$ cat src/design/eosd_pkg.sv
// ----------------------------------------------------------------------------
// eosd_pkg
// Types and constants shared by the edit-op record stream decoder.
// ----------------------------------------------------------------------------
package eosd_pkg;

	localparam int unsigned MaxRes = 4;
	localparam int unsigned QueueDepth = 4;

	// field codes
	localparam logic [4:0] FC_TAG        = 5'd0;
	localparam logic [4:0] FC_ID_COUNT   = 5'd1;
	localparam logic [4:0] FC_ID_BRANCH  = 5'd2;
	localparam logic [4:0] FC_ID_NUMBER  = 5'd3;
	localparam logic [4:0] FC_AT         = 5'd4;
	localparam logic [4:0] FC_START      = 5'd5;
	localparam logic [4:0] FC_LENGTH     = 5'd6;
	localparam logic [4:0] FC_SCROLL     = 5'd7;
	localparam logic [4:0] FC_TO         = 5'd8;
	localparam logic [4:0] FC_SRC_AT     = 5'd9;
	localparam logic [4:0] FC_SRC_LENGTH = 5'd10;
	localparam logic [4:0] FC_LINK       = 5'd11;
	localparam logic [4:0] FC_SRC_OFS    = 5'd11;
	localparam logic [4:0] FC_DONE       = 5'd16;

	// error codes
	localparam logic [2:0] ERR_NONE      = 3'd0;
	localparam logic [2:0] ERR_TRUNC     = 3'd1;
	localparam logic [2:0] ERR_KIND      = 3'd2;
	localparam logic [2:0] ERR_LONG      = 3'd3;
	localparam logic [2:0] ERR_SEGMENTS  = 3'd4;

	// parse phases
	localparam logic [4:0] P_TAG        = 5'd0;
	localparam logic [4:0] P_ID_COUNT   = 5'd1;
	localparam logic [4:0] P_ID_BRANCH  = 5'd2;
	localparam logic [4:0] P_ID_BR_EXT  = 5'd3;
	localparam logic [4:0] P_ID_NUMBER  = 5'd4;
	localparam logic [4:0] P_SRC_PH_OFS = 5'd4;
	localparam logic [4:0] P_OPER0      = 5'd9;

	localparam logic [3:0] KIND_INSERT = 4'd0;
	localparam logic [3:0] KIND_DELETE = 4'd1;
	localparam logic [3:0] KIND_INT_TR = 4'd3;
	localparam logic [3:0] NUM_KINDS   = 4'd7;

	localparam logic [63:0] MAX_SEGMENTS = 64'd4096;

	typedef struct packed {
		logic [7:0] in_byte;
		logic       stream_end;
	} in_item_t;

	typedef struct packed {
		logic [4:0]  field_code;
		logic [63:0] field_value;
		logic [3:0]  op_kind;
		logic        sequential_flag;
		logic        record_last;
		logic [2:0]  error_code;
	} out_item_t;

	// one step's result bundle pushed into the queue
	typedef struct packed {
		logic [2:0]                   count;
		out_item_t [MaxRes-1:0]       res;
	} res_group_t;

	function automatic logic [4:0] kind_code(input logic [3:0] kind, input logic [1:0] slot);
		logic [4:0] c;
		c = 5'd0;
		case (kind)
			4'd0: case (slot)
				2'd0: c = FC_AT;
				2'd1: c = FC_START;
				2'd2: c = FC_LENGTH;
				default: c = FC_SCROLL;
			endcase
			4'd1: c = (slot == 2'd0) ? FC_AT : FC_LENGTH;
			4'd2: c = (slot == 2'd0) ? FC_AT : (slot == 2'd1) ? FC_LENGTH : FC_TO;
			4'd3: c = (slot == 2'd0) ? FC_AT : (slot == 2'd1) ? FC_SRC_AT : FC_SRC_LENGTH;
			4'd4: case (slot)
				2'd0: c = FC_AT;
				2'd1: c = FC_SCROLL;
				2'd2: c = FC_START;
				default: c = FC_LENGTH;
			endcase
			4'd5: c = FC_LINK;
			4'd6: c = FC_AT;
			default: c = 5'd0;
		endcase
		return c;
	endfunction

	function automatic logic [2:0] kind_len(input logic [3:0] kind);
		logic [2:0] n;
		case (kind)
			4'd0: n = 3'd4;
			4'd1: n = 3'd2;
			4'd2: n = 3'd3;
			4'd3: n = 3'd3;
			4'd4: n = 3'd4;
			4'd5: n = 3'd1;
			4'd6: n = 3'd1;
			default: n = 3'd0;
		endcase
		return n;
	endfunction

endpackage

$ cat src/design/eosd_stream_if.sv
// ----------------------------------------------------------------------------
// eosd_stream_if
// Valid/ready channel carrying one payload.
// ----------------------------------------------------------------------------
interface eosd_stream_if #(
	parameter type payload_t = logic
);
	logic     valid;
	logic     ready;
	payload_t payload;

	modport source (output valid, output payload, input ready);
	modport sink   (input valid, input payload, output ready);
endinterface

$ cat src/design/edit_op_record_stream_decoder.sv
// ----------------------------------------------------------------------------
// edit_op_record_stream_decoder
// Decodes a byte stream of edit-operation records into one result per field.
// ----------------------------------------------------------------------------
// Throughput: one byte per cycle while the queue has room; a byte yields up
// to four results, and the output sends one per cycle while out_ch.ready is
// high, so sustained rate is set by the output queue.
// Queue: four result groups between the parser and the output serializer.
// Reset: arst_n clears parse state, halt flag, queue and the scroll register.
module edit_op_record_stream_decoder (
	input  logic                 clk,
	input  logic                 arst_n,
	input  logic                 cfg_we,
	input  logic [31:0]          cfg_wdata,
	eosd_stream_if.sink          in_ch,
	eosd_stream_if.source        out_ch
);
	import eosd_pkg::*;

	logic [31:0] scroll_q;      // local scroll id register
	logic        grp_valid;
	logic        grp_room;
	res_group_t  grp;

	always_ff @(posedge clk or negedge arst_n) begin
		if (!arst_n) scroll_q <= '0;
		else if (cfg_we) scroll_q <= cfg_wdata;
	end

	// front: parse one byte per transfer into a result group
	eosd_front u_front (
		.clk, .arst_n,
		.local_scroll_id(scroll_q),
		.in_valid(in_ch.valid),
		.in_item(in_ch.payload),
		.in_ready(in_ch.ready),
		.grp_valid, .grp, .grp_room
	);

	// back: queue the groups and send results one at a time
	eosd_back u_back (
		.clk, .arst_n,
		.grp_valid, .grp, .grp_room,
		.out_ch
	);

endmodule

$ cat src/design/eosd_front.sv
// ----------------------------------------------------------------------------
// eosd_front
// Parser: takes one byte per transfer and builds the results it causes.
// ----------------------------------------------------------------------------
module eosd_front (
	input  logic                  clk,
	input  logic                  arst_n,
	input  logic [31:0]           local_scroll_id,
	input  logic                  in_valid,
	input  eosd_pkg::in_item_t    in_item,
	output logic                  in_ready,
	output logic                  grp_valid,
	output eosd_pkg::res_group_t  grp,
	input  logic                  grp_room
);
	import eosd_pkg::*;

	logic [4:0]  phase_q;
	logic [7:0]  tag_q;
	logic [63:0] acc_q;
	logic [3:0]  vidx_q;
	logic [12:0] seg_q;
	logic        halted_q;

	logic [4:0]  phase_d;
	logic [7:0]  tag_d;
	logic [63:0] acc_d;
	logic [3:0]  vidx_d;
	logic [12:0] seg_d;
	logic        halted_d;
	res_group_t  g;

	logic        fire;
	assign in_ready  = grp_room;
	assign fire      = in_valid && grp_room;
	assign grp_valid = fire && !halted_q;
	assign grp       = g;

	always_comb begin
		logic [7:0]  b;
		logic [3:0]  idx;
		logic [63:0] acc_n;
		logic [63:0] v;
		logic        vdone;
		logic        vlong;
		logic        src;
		logic [4:0]  ph;
		logic [4:0]  base;
		logic [3:0]  kind;
		logic [1:0]  slot;
		logic [4:0]  code;
		logic        adv;
		logic [2:0]  adv_slot;
		logic [63:0] adv_at;
		logic        stop;
		logic        kfail;
		logic [2:0]  n;
		logic [12:0] segm;

		b = in_item.in_byte;
		phase_d = phase_q; tag_d = tag_q; acc_d = acc_q; vidx_d = vidx_q;
		seg_d = seg_q; halted_d = halted_q;
		g = '0;
		n = 3'd0;
		adv = 1'b0; adv_slot = 3'd0; adv_at = '0; kfail = 1'b0;
		stop = 1'b0;
		kind = tag_q[3:0];
		slot = 2'd0; code = 5'd0; src = 1'b0; base = 5'd0; ph = phase_q;
		segm = seg_q - 13'd1;

		// shared varint step
		idx = (vidx_q > 4'd9) ? 4'd9 : vidx_q;
		acc_n = acc_q | ({57'd0, b[6:0]} << (7 * idx));
		vlong = b[7] && (idx >= 4'd9);
		vdone = !b[7];
		v = acc_n;

		if (in_item.stream_end) begin
			g.res[0].field_code = FC_DONE;
			g.res[0].error_code = (phase_q == P_TAG) ? ERR_NONE : ERR_TRUNC;
			n = 3'd1;
			halted_d = 1'b1;
		end else if (phase_q >= P_OPER0) begin
			slot = 2'(phase_q - P_OPER0);
			if (kind >= NUM_KINDS || {1'b0, slot} >= kind_len(kind)) begin
				kfail = 1'b1;
			end else if (vlong) begin
				g.res[0].field_code = FC_DONE;
				g.res[0].error_code = ERR_LONG;
				n = 3'd1;
				halted_d = 1'b1;
			end else if (!vdone) begin
				acc_d = acc_n; vidx_d = idx + 4'd1;
			end else begin
				acc_d = '0; vidx_d = '0;
				code = kind_code(kind, slot);
				if (code == FC_AT || code == FC_LENGTH || code == FC_TO ||
				    code == FC_SRC_AT || code == FC_SRC_LENGTH)
					v = {32'd0, acc_n[31:0]};
				g.res[0].field_code = code;
				g.res[0].field_value = v;
				n = 3'd1;
				if (kind == KIND_INT_TR && slot == 2'd0)
					phase_d = P_ID_COUNT + P_SRC_PH_OFS;
				else begin
					adv = 1'b1; adv_slot = {1'b0, slot} + 3'd1; adv_at = v;
				end
			end
		end else if (phase_q == P_TAG || phase_q > P_ID_NUMBER + P_SRC_PH_OFS) begin
			tag_d = b;
			kind = b[3:0];
			g.res[0].field_code = FC_TAG;
			g.res[0].field_value = {56'd0, b};
			n = 3'd1;
			if (!b[4]) phase_d = P_ID_COUNT;
			else if (kind >= NUM_KINDS) kfail = 1'b1;
			else begin adv = 1'b1; adv_slot = 3'd0; end
		end else begin
			src = phase_q > P_ID_NUMBER;
			base = src ? FC_SRC_OFS : 5'd0;
			ph = src ? phase_q - P_SRC_PH_OFS : phase_q;
			if (ph == P_ID_BRANCH) begin
				if (b == 8'd255) phase_d = P_ID_BR_EXT + (src ? P_SRC_PH_OFS : 5'd0);
				else begin
					g.res[0].field_code = base + FC_ID_BRANCH;
					g.res[0].field_value = {56'd0, b};
					n = 3'd1;
					phase_d = P_ID_NUMBER + (src ? P_SRC_PH_OFS : 5'd0);
				end
			end else if (vlong) begin
				g.res[0].field_code = FC_DONE;
				g.res[0].error_code = ERR_LONG;
				n = 3'd1;
				halted_d = 1'b1;
			end else if (!vdone) begin
				acc_d = acc_n; vidx_d = idx + 4'd1;
			end else begin
				acc_d = '0; vidx_d = '0;
				if (ph == P_ID_COUNT) begin
					if (acc_n > MAX_SEGMENTS) begin
						g.res[0].field_code = FC_DONE;
						g.res[0].error_code = ERR_SEGMENTS;
						n = 3'd1;
						halted_d = 1'b1;
					end else begin
						g.res[0].field_code = base + FC_ID_COUNT;
						g.res[0].field_value = acc_n;
						n = 3'd1;
						seg_d = acc_n[12:0];
						if (acc_n == 64'd0) begin
							if (src) begin adv = 1'b1; adv_slot = 3'd1; end
							else if (kind >= NUM_KINDS) kfail = 1'b1;
							else begin adv = 1'b1; adv_slot = 3'd0; end
						end else phase_d = P_ID_BRANCH + (src ? P_SRC_PH_OFS : 5'd0);
					end
				end else begin
					g.res[0].field_code = (ph == P_ID_BR_EXT) ? base + FC_ID_BRANCH
					                                         : base + FC_ID_NUMBER;
					g.res[0].field_value = {32'd0, acc_n[31:0]};
					n = 3'd1;
					if (ph == P_ID_BR_EXT)
						phase_d = P_ID_NUMBER + (src ? P_SRC_PH_OFS : 5'd0);
					else begin
						seg_d = segm;
						if (segm == 13'd0) begin
							if (src) begin adv = 1'b1; adv_slot = 3'd1; end
							else if (kind >= NUM_KINDS) kfail = 1'b1;
							else begin adv = 1'b1; adv_slot = 3'd0; end
						end else phase_d = P_ID_BRANCH + (src ? P_SRC_PH_OFS : 5'd0);
					end
				end
			end
		end

		// default-field walk: at most four slots, independent of byte
		if (adv) begin
			for (int s = 0; s < 4; s++) begin
				if (!stop && 3'(s) >= adv_slot && 3'(s) < kind_len(kind)) begin
					code = kind_code(kind, 2'(s));
					if ((kind == KIND_INSERT && ((code == FC_START && tag_d[6]) ||
					     (code == FC_LENGTH && tag_d[7]) ||
					     (code == FC_SCROLL && tag_d[5]))) ||
					    (kind == KIND_DELETE && code == FC_LENGTH && tag_d[7])) begin
						if (n < 3'(MaxRes)) begin
							g.res[n[1:0]].field_code = code;
							g.res[n[1:0]].field_value = (code == FC_START) ? adv_at :
								(code == FC_LENGTH) ? 64'd1 : {32'd0, local_scroll_id};
							n = n + 3'd1;
						end
					end else begin
						stop = 1'b1;
						phase_d = P_OPER0 + 5'(s);
					end
				end
			end
			if (!stop) begin
				if (n != 3'd0) g.res[n[1:0] - 2'd1].record_last = 1'b1;
				phase_d = P_TAG;
			end
		end
		if (kfail) begin
			if (n < 3'(MaxRes)) begin
				g.res[n[1:0]].field_code = FC_DONE;
				g.res[n[1:0]].error_code = ERR_KIND;
				n = n + 3'd1;
			end
			halted_d = 1'b1;
		end
		for (int i = 0; i < MaxRes; i++) begin
			g.res[i].op_kind = tag_d[3:0];
			g.res[i].sequential_flag = tag_d[4];
		end
		g.count = n;
	end

	always_ff @(posedge clk or negedge arst_n) begin
		if (!arst_n) begin
			phase_q <= P_TAG; tag_q <= '0; acc_q <= '0; vidx_q <= '0;
			seg_q <= '0; halted_q <= 1'b0;
		end else if (fire && !halted_q) begin
			phase_q <= phase_d; tag_q <= tag_d; acc_q <= acc_d; vidx_q <= vidx_d;
			seg_q <= seg_d; halted_q <= halted_d;
		end
	end

	property p_halt_sticky;
		@(posedge clk) disable iff (!arst_n) halted_q |=> halted_q;
	endproperty
	a_halt_sticky: assert property (p_halt_sticky) else $error("halt cleared");

	property p_idx_range;
		@(posedge clk) disable iff (!arst_n) vidx_q <= 4'd9;
	endproperty
	a_idx_range: assert property (p_idx_range) else $error("varint index overflow");

	property p_no_push_halted;
		@(posedge clk) disable iff (!arst_n) halted_q |-> !grp_valid;
	endproperty
	a_no_push_halted: assert property (p_no_push_halted) else $error("push after halt");

endmodule

$ cat src/design/eosd_back.sv
// ----------------------------------------------------------------------------
// eosd_back
// Result queue and serializer: holds result groups, sends one result per transfer.
// ----------------------------------------------------------------------------
module eosd_back (
	input  logic                  clk,
	input  logic                  arst_n,
	input  logic                  grp_valid,
	input  eosd_pkg::res_group_t  grp,
	output logic                  grp_room,
	eosd_stream_if.source         out_ch
);
	import eosd_pkg::*;

	localparam int unsigned AW = $clog2(QueueDepth);

	res_group_t     mem_q [QueueDepth];
	logic [AW-1:0]  wr_q, rd_q;
	logic [AW:0]    cnt_q;
	logic [1:0]     sub_q;
	logic           push, pop, last_sub;
	res_group_t     head;

	assign head     = mem_q[rd_q];
	assign push     = grp_valid && grp.count != 3'd0;
	// room from the count alone, so output ready never reaches input ready
	assign grp_room = cnt_q < (AW+1)'(QueueDepth);
	assign out_ch.valid   = cnt_q != '0;
	assign out_ch.payload = head.res[sub_q];
	assign last_sub = ({1'b0, sub_q} + 3'd1) == head.count;
	assign pop = out_ch.valid && out_ch.ready && last_sub;

	always_ff @(posedge clk) begin
		if (push) mem_q[wr_q] <= grp;
	end

	always_ff @(posedge clk or negedge arst_n) begin
		if (!arst_n) begin
			wr_q <= '0; rd_q <= '0; cnt_q <= '0; sub_q <= '0;
		end else begin
			if (push) wr_q <= wr_q + AW'(1);
			if (pop) rd_q <= rd_q + AW'(1);
			cnt_q <= cnt_q + (AW+1)'(push) - (AW+1)'(pop);
			if (out_ch.valid && out_ch.ready) sub_q <= last_sub ? 2'd0 : sub_q + 2'd1;
		end
	end

	property p_no_overflow;
		@(posedge clk) disable iff (!arst_n) cnt_q <= (AW+1)'(QueueDepth);
	endproperty
	a_no_overflow: assert property (p_no_overflow) else $error("queue overflow");

	property p_sub_reset;
		@(posedge clk) disable iff (!arst_n) pop |=> sub_q == 2'd0;
	endproperty
	a_sub_reset: assert property (p_sub_reset) else $error("sub index not cleared");

	property p_push_room;
		@(posedge clk) disable iff (!arst_n) push |-> grp_room;
	endproperty
	a_push_room: assert property (p_push_room) else $error("push without room");

endmodule
$ cat src/flat_wrapper.sv
// flat-port wrapper written by rule: the top's interface ports become plain ports
module edit_op_record_stream_decoder_flat import eosd_pkg::*;
  (clk, arst_n, cfg_we, cfg_wdata, in_ch_valid, in_ch_payload, in_ch_ready, out_ch_valid, out_ch_payload, out_ch_ready);
  eosd_stream_if in_ch_i ();
  eosd_stream_if out_ch_i ();
  input  logic clk;
  input  logic arst_n;
  input  logic cfg_we;
  input  logic [31:0] cfg_wdata;
  input wire logic [$bits(in_ch_i.valid)-1:0] in_ch_valid;
  input wire logic [$bits(in_ch_i.payload)-1:0] in_ch_payload;
  output wire logic [$bits(in_ch_i.ready)-1:0] in_ch_ready;
  output wire logic [$bits(out_ch_i.valid)-1:0] out_ch_valid;
  output wire logic [$bits(out_ch_i.payload)-1:0] out_ch_payload;
  input wire logic [$bits(out_ch_i.ready)-1:0] out_ch_ready;
  assign in_ch_i.valid = in_ch_valid;
  assign in_ch_i.payload = in_ch_payload;
  assign in_ch_ready = in_ch_i.ready;
  assign out_ch_valid = out_ch_i.valid;
  assign out_ch_payload = out_ch_i.payload;
  assign out_ch_i.ready = out_ch_ready;
  edit_op_record_stream_decoder u_core (.clk(clk), .arst_n(arst_n), .cfg_we(cfg_we), .cfg_wdata(cfg_wdata), .in_ch(in_ch_i), .out_ch(out_ch_i));
endmodule
$ cat config.mk
export PLATFORM = sky130hd
export DESIGN_NAME = edit_op_record_stream_decoder_flat
export DESIGN_NICKNAME = d
export VERILOG_FILES = /design/src/design/eosd_pkg.sv /design/src/design/eosd_stream_if.sv /design/src/design/edit_op_record_stream_decoder.sv /design/src/design/eosd_front.sv /design/src/design/eosd_back.sv /design/src/flat_wrapper.sv
export SDC_FILE = /design/constraint.sdc
export NUM_CORES = 1
export LEC_CHECK = 0
export ABC_AREA = 1
export BUFFER_PORTS_ARGS = -buffer_cell sky130_fd_sc_hd__buf_2
export CORE_MARGIN = 5
export CORE_UTILIZATION = 40
export DETAILED_ROUTE_END_ITERATION = 10
export SETUP_SLACK_MARGIN = 0.15
export SLEW_MARGIN = 20
export SYNTH_ARGS = -nofsm -noshare
export SYNTH_HDL_FRONTEND = slang
export SYNTH_HIERARCHICAL = 1
export SYNTH_SLANG_ARGS = --single-unit
export TNS_END_PERCENT = 1
$ cat constraint.sdc
create_clock -name clk -period 10.3 [get_ports clk]
set_input_delay 2.06 -clock clk [delete_from_list [all_inputs] [get_ports clk]]
set_output_delay 2.06 -clock clk [all_outputs]
set_load 0.1 [all_outputs]
==> impl_metrics.env <==
export IMPL_cp_arrival_ns=7.31
export IMPL_relSlewSlack_pct=30.70
export IMPL_drv_slew=0
export IMPL_num_rows=54
export IMPL_hold_end="u_core/u_front/halted_q"
export IMPL_cpLargestDelayFamily="adder cells"
export IMPL_rsz0062_at_grt="no"
export IMPL_first_iter_violations=510
export IMPL_worstReg2RegEnd="u_core/u_back/cnt_q[2]"
export IMPL_hold_path_class="reg -> reg"
export IMPL_vias=7401
export IMPL_p_leak_nw=4.392
export IMPL_power_frac_comb_pct=18.7
export IMPL_nets=1275
export IMPL_synthCells=1210
export IMPL_gp_congestion=0.8767
export IMPL_worstSetupPathType="in -> reg"
export IMPL_cpMaxStageDelayCell="o31ai_4"
export IMPL_p_int_mw=0.9647
export IMPL_worst_slew_pin_slew_ns=1.036
export IMPL_status="finished, final reports clean"
export IMPL_hold_buffers=0
export IMPL_finalSetupTns_ns=0
export IMPL_wl_um=19770
export IMPL_grt_overflow=0
export IMPL_wire_per_inst_um=13.18
export IMPL_crit_path_max_incr_delay_ns=0.51
export IMPL_antenna_found_initial=1
export IMPL_drt_antenna_violating_nets=0
export IMPL_fmax_mhz=143.4
export IMPL_die_w_um=157.9
export IMPL_rrSetupSlack_ns=3.59
export IMPL_rr_startpoint="u_core/u_front/phase_q[3]"
export IMPL_clock_path_buffers=2
export IMPL_power_frac_seq_pct=39.9
export IMPL_htree_num_levels=4
export IMPL_cp_buffers_inverters=8
export IMPL_port_buffers=7
export IMPL_p_total_mw=1.437
export IMPL_dp_hpwl_um=13540
export IMPL_startpoint_type="input pin"
export IMPL_netSwitchingFraction_pct=32.86
export IMPL_min_period_ns=6.973
export IMPL_power_density_mw_per_mm2=150.5
export IMPL_path_clk_slew_ns=0.05
export IMPL_worst_r2r_cell_count=34
export IMPL_clkLatencyLatePin_ns=0.43
export IMPL_viasPerCell=4.934
export IMPL_syn_cell_area_mm2=0.008751
export IMPL_end_kind="flip-flop"
export IMPL_min_path_cells=2
export IMPL_cp_common_cell="ha_1"
export IMPL_cts_tree="yes"
export IMPL_synthToLayoutAreaGrowth_pct=9.079
export IMPL_post_cts_buffers=0
export IMPL_ys_warn_count=6
export IMPL_drc=0
export IMPL_setup_viol=0
export IMPL_track_usage_pct=16.78
export IMPL_die_h_um=157.9
export IMPL_boundaryPins=41
export IMPL_start_util_pct=40.35
export IMPL_fin_skew_ns=0.01839
export IMPL_dieArea_mm2=0.02494
export IMPL_core_area_mm2=0.02169
export IMPL_clock_sinks=131
export IMPL_pwr_share_clk_pct=41.3
export IMPL_synth_area_per_cell_um2=7.232
export IMPL_dr_pass1_iters=5
export IMPL_final_hold_viol_count=0
export IMPL_utilization_pct=44.01
export IMPL_crit_required_ns=10.64
export IMPL_cts_resized=0
export IMPL_p_sw_mw=0.4722
export IMPL_grt_pass1_vias=6768
export IMPL_drive_above_1_share_pct=8.443
export IMPL_drv_cap=0
export IMPL_grt_pass1_wl_um=33730
export IMPL_antennaDiodeCount=0
export IMPL_finalCritPeriodShare_pct=67.70
export IMPL_clockRootBuffer="clkbuf_16"
export IMPL_min_delay_start="u_core/u_front/halted_q"
export IMPL_tritoncts_num_buffers=17
export IMPL_cp_max_fo=15
export IMPL_grt_max_degree=113
export IMPL_ir_worst_vdd_mv=0.1088
[metal layers]
metal  up-vias  global-route usage [%]  routed length [µm]
met5         -                       0                  13
met4         2                   4.957                 259
li1       3869                       -                   -
met3        24                   3.116                 816
met1      3340                   23.35                9679
met2       166                   26.71                8997
[state kept, by name (all words and copies together), names as in the netlist, 3 cells and up]
register                flops
u_core/u_front/seg_q       13
u_core/u_front/tag_q        7
u_core/u_front/vidx_q       4
u_core/u_back/cnt_q         3
u_core/u_front/acc_q       64
u_core/u_back/mem_q        28
u_core/u_front/phase_q      5
[through the flow]
step | instances | instance area, µm² | setup slack, ns | hold slack [ns]
after detailed placement | 1468 | 8970 | 2.859 | 0.4401
after floorplan | 1240 | 8864 | 3.366 | 0.4222
after CTS | 1500 | 9545 | 3.286 | 0.4546
final | 1500 | 9545 | 3.327 | 0.4476
after global routing | 1500 | 9545 | 2.834 | 0.5038
after global placement | 1468 | 8970 | 2.892 | 0.4328
[cell usage in the layout (no fill, tap or decap), types with 9 or more instances in the layout]
master       n
nand3_1    129
dfrtp_1    103
inv_1      169
ha_1        29
o31ai_1     11
inv_2       13
nand2_2     12
nor2_1     132
xor2_1       9
o211ai_1    11
nand2_1    260
clkbuf_16   18
o21ai_0    127
conb_1      32
edfxtp_1    28
nand4_1     32
[worst max path at each step]
| stage | from | endpoint | slack [ns] | depth (start not counted) |
|---|---|---|---|---|
| floorplan | in_ch_payload | u_core/u_back/cnt_q[2] | 3.37 | 31 |
| global placement | in_ch_payload | u_core/u_back/cnt_q[2] | 2.89 | 32 |
| detailed placement | in_ch_payload | u_core/u_back/cnt_q[2] | 2.86 | 33 |
| CTS | in_ch_payload | u_core/u_back/cnt_q[2] | 3.29 | 33 |
| global route | in_ch_payload | u_core/u_back/cnt_q[2] | 2.83 | 33 |
| finish | in_ch_payload | u_core/u_back/cnt_q[2] | 3.33 | 33 |
[cell type report]
type                       count  area (µm²)
clock buffer                  19       454.2
multi-input combinational    860        4436
tap                          280       350.3
timing repair buffer           9       52.55
clock inverter                13       121.4
sequential                   131        3418
fill                        2181       12140
inverter                     188       713.2
[power groups by stage]
stage	Combinational, mW	Clock, mW	Sequential, mW
5_1_grt	0.302	0.637	0.578
2_1_floorplan	0.250	0	0.563
3_3_place_gp	0.264	0	0.585
4_1_cts	0.268	0.612	0.575
3_5_place_dp	0.267	0	0.584
6_report	0.269	0.594	0.574
[worst min-delay path, stage by stage (launching register included)]
cell and delay (ns):
dfrtp_1 0.32, inv_1 0.05, nand2_1 0.05
Note: power is estimated with default switching activity, not from simulation.
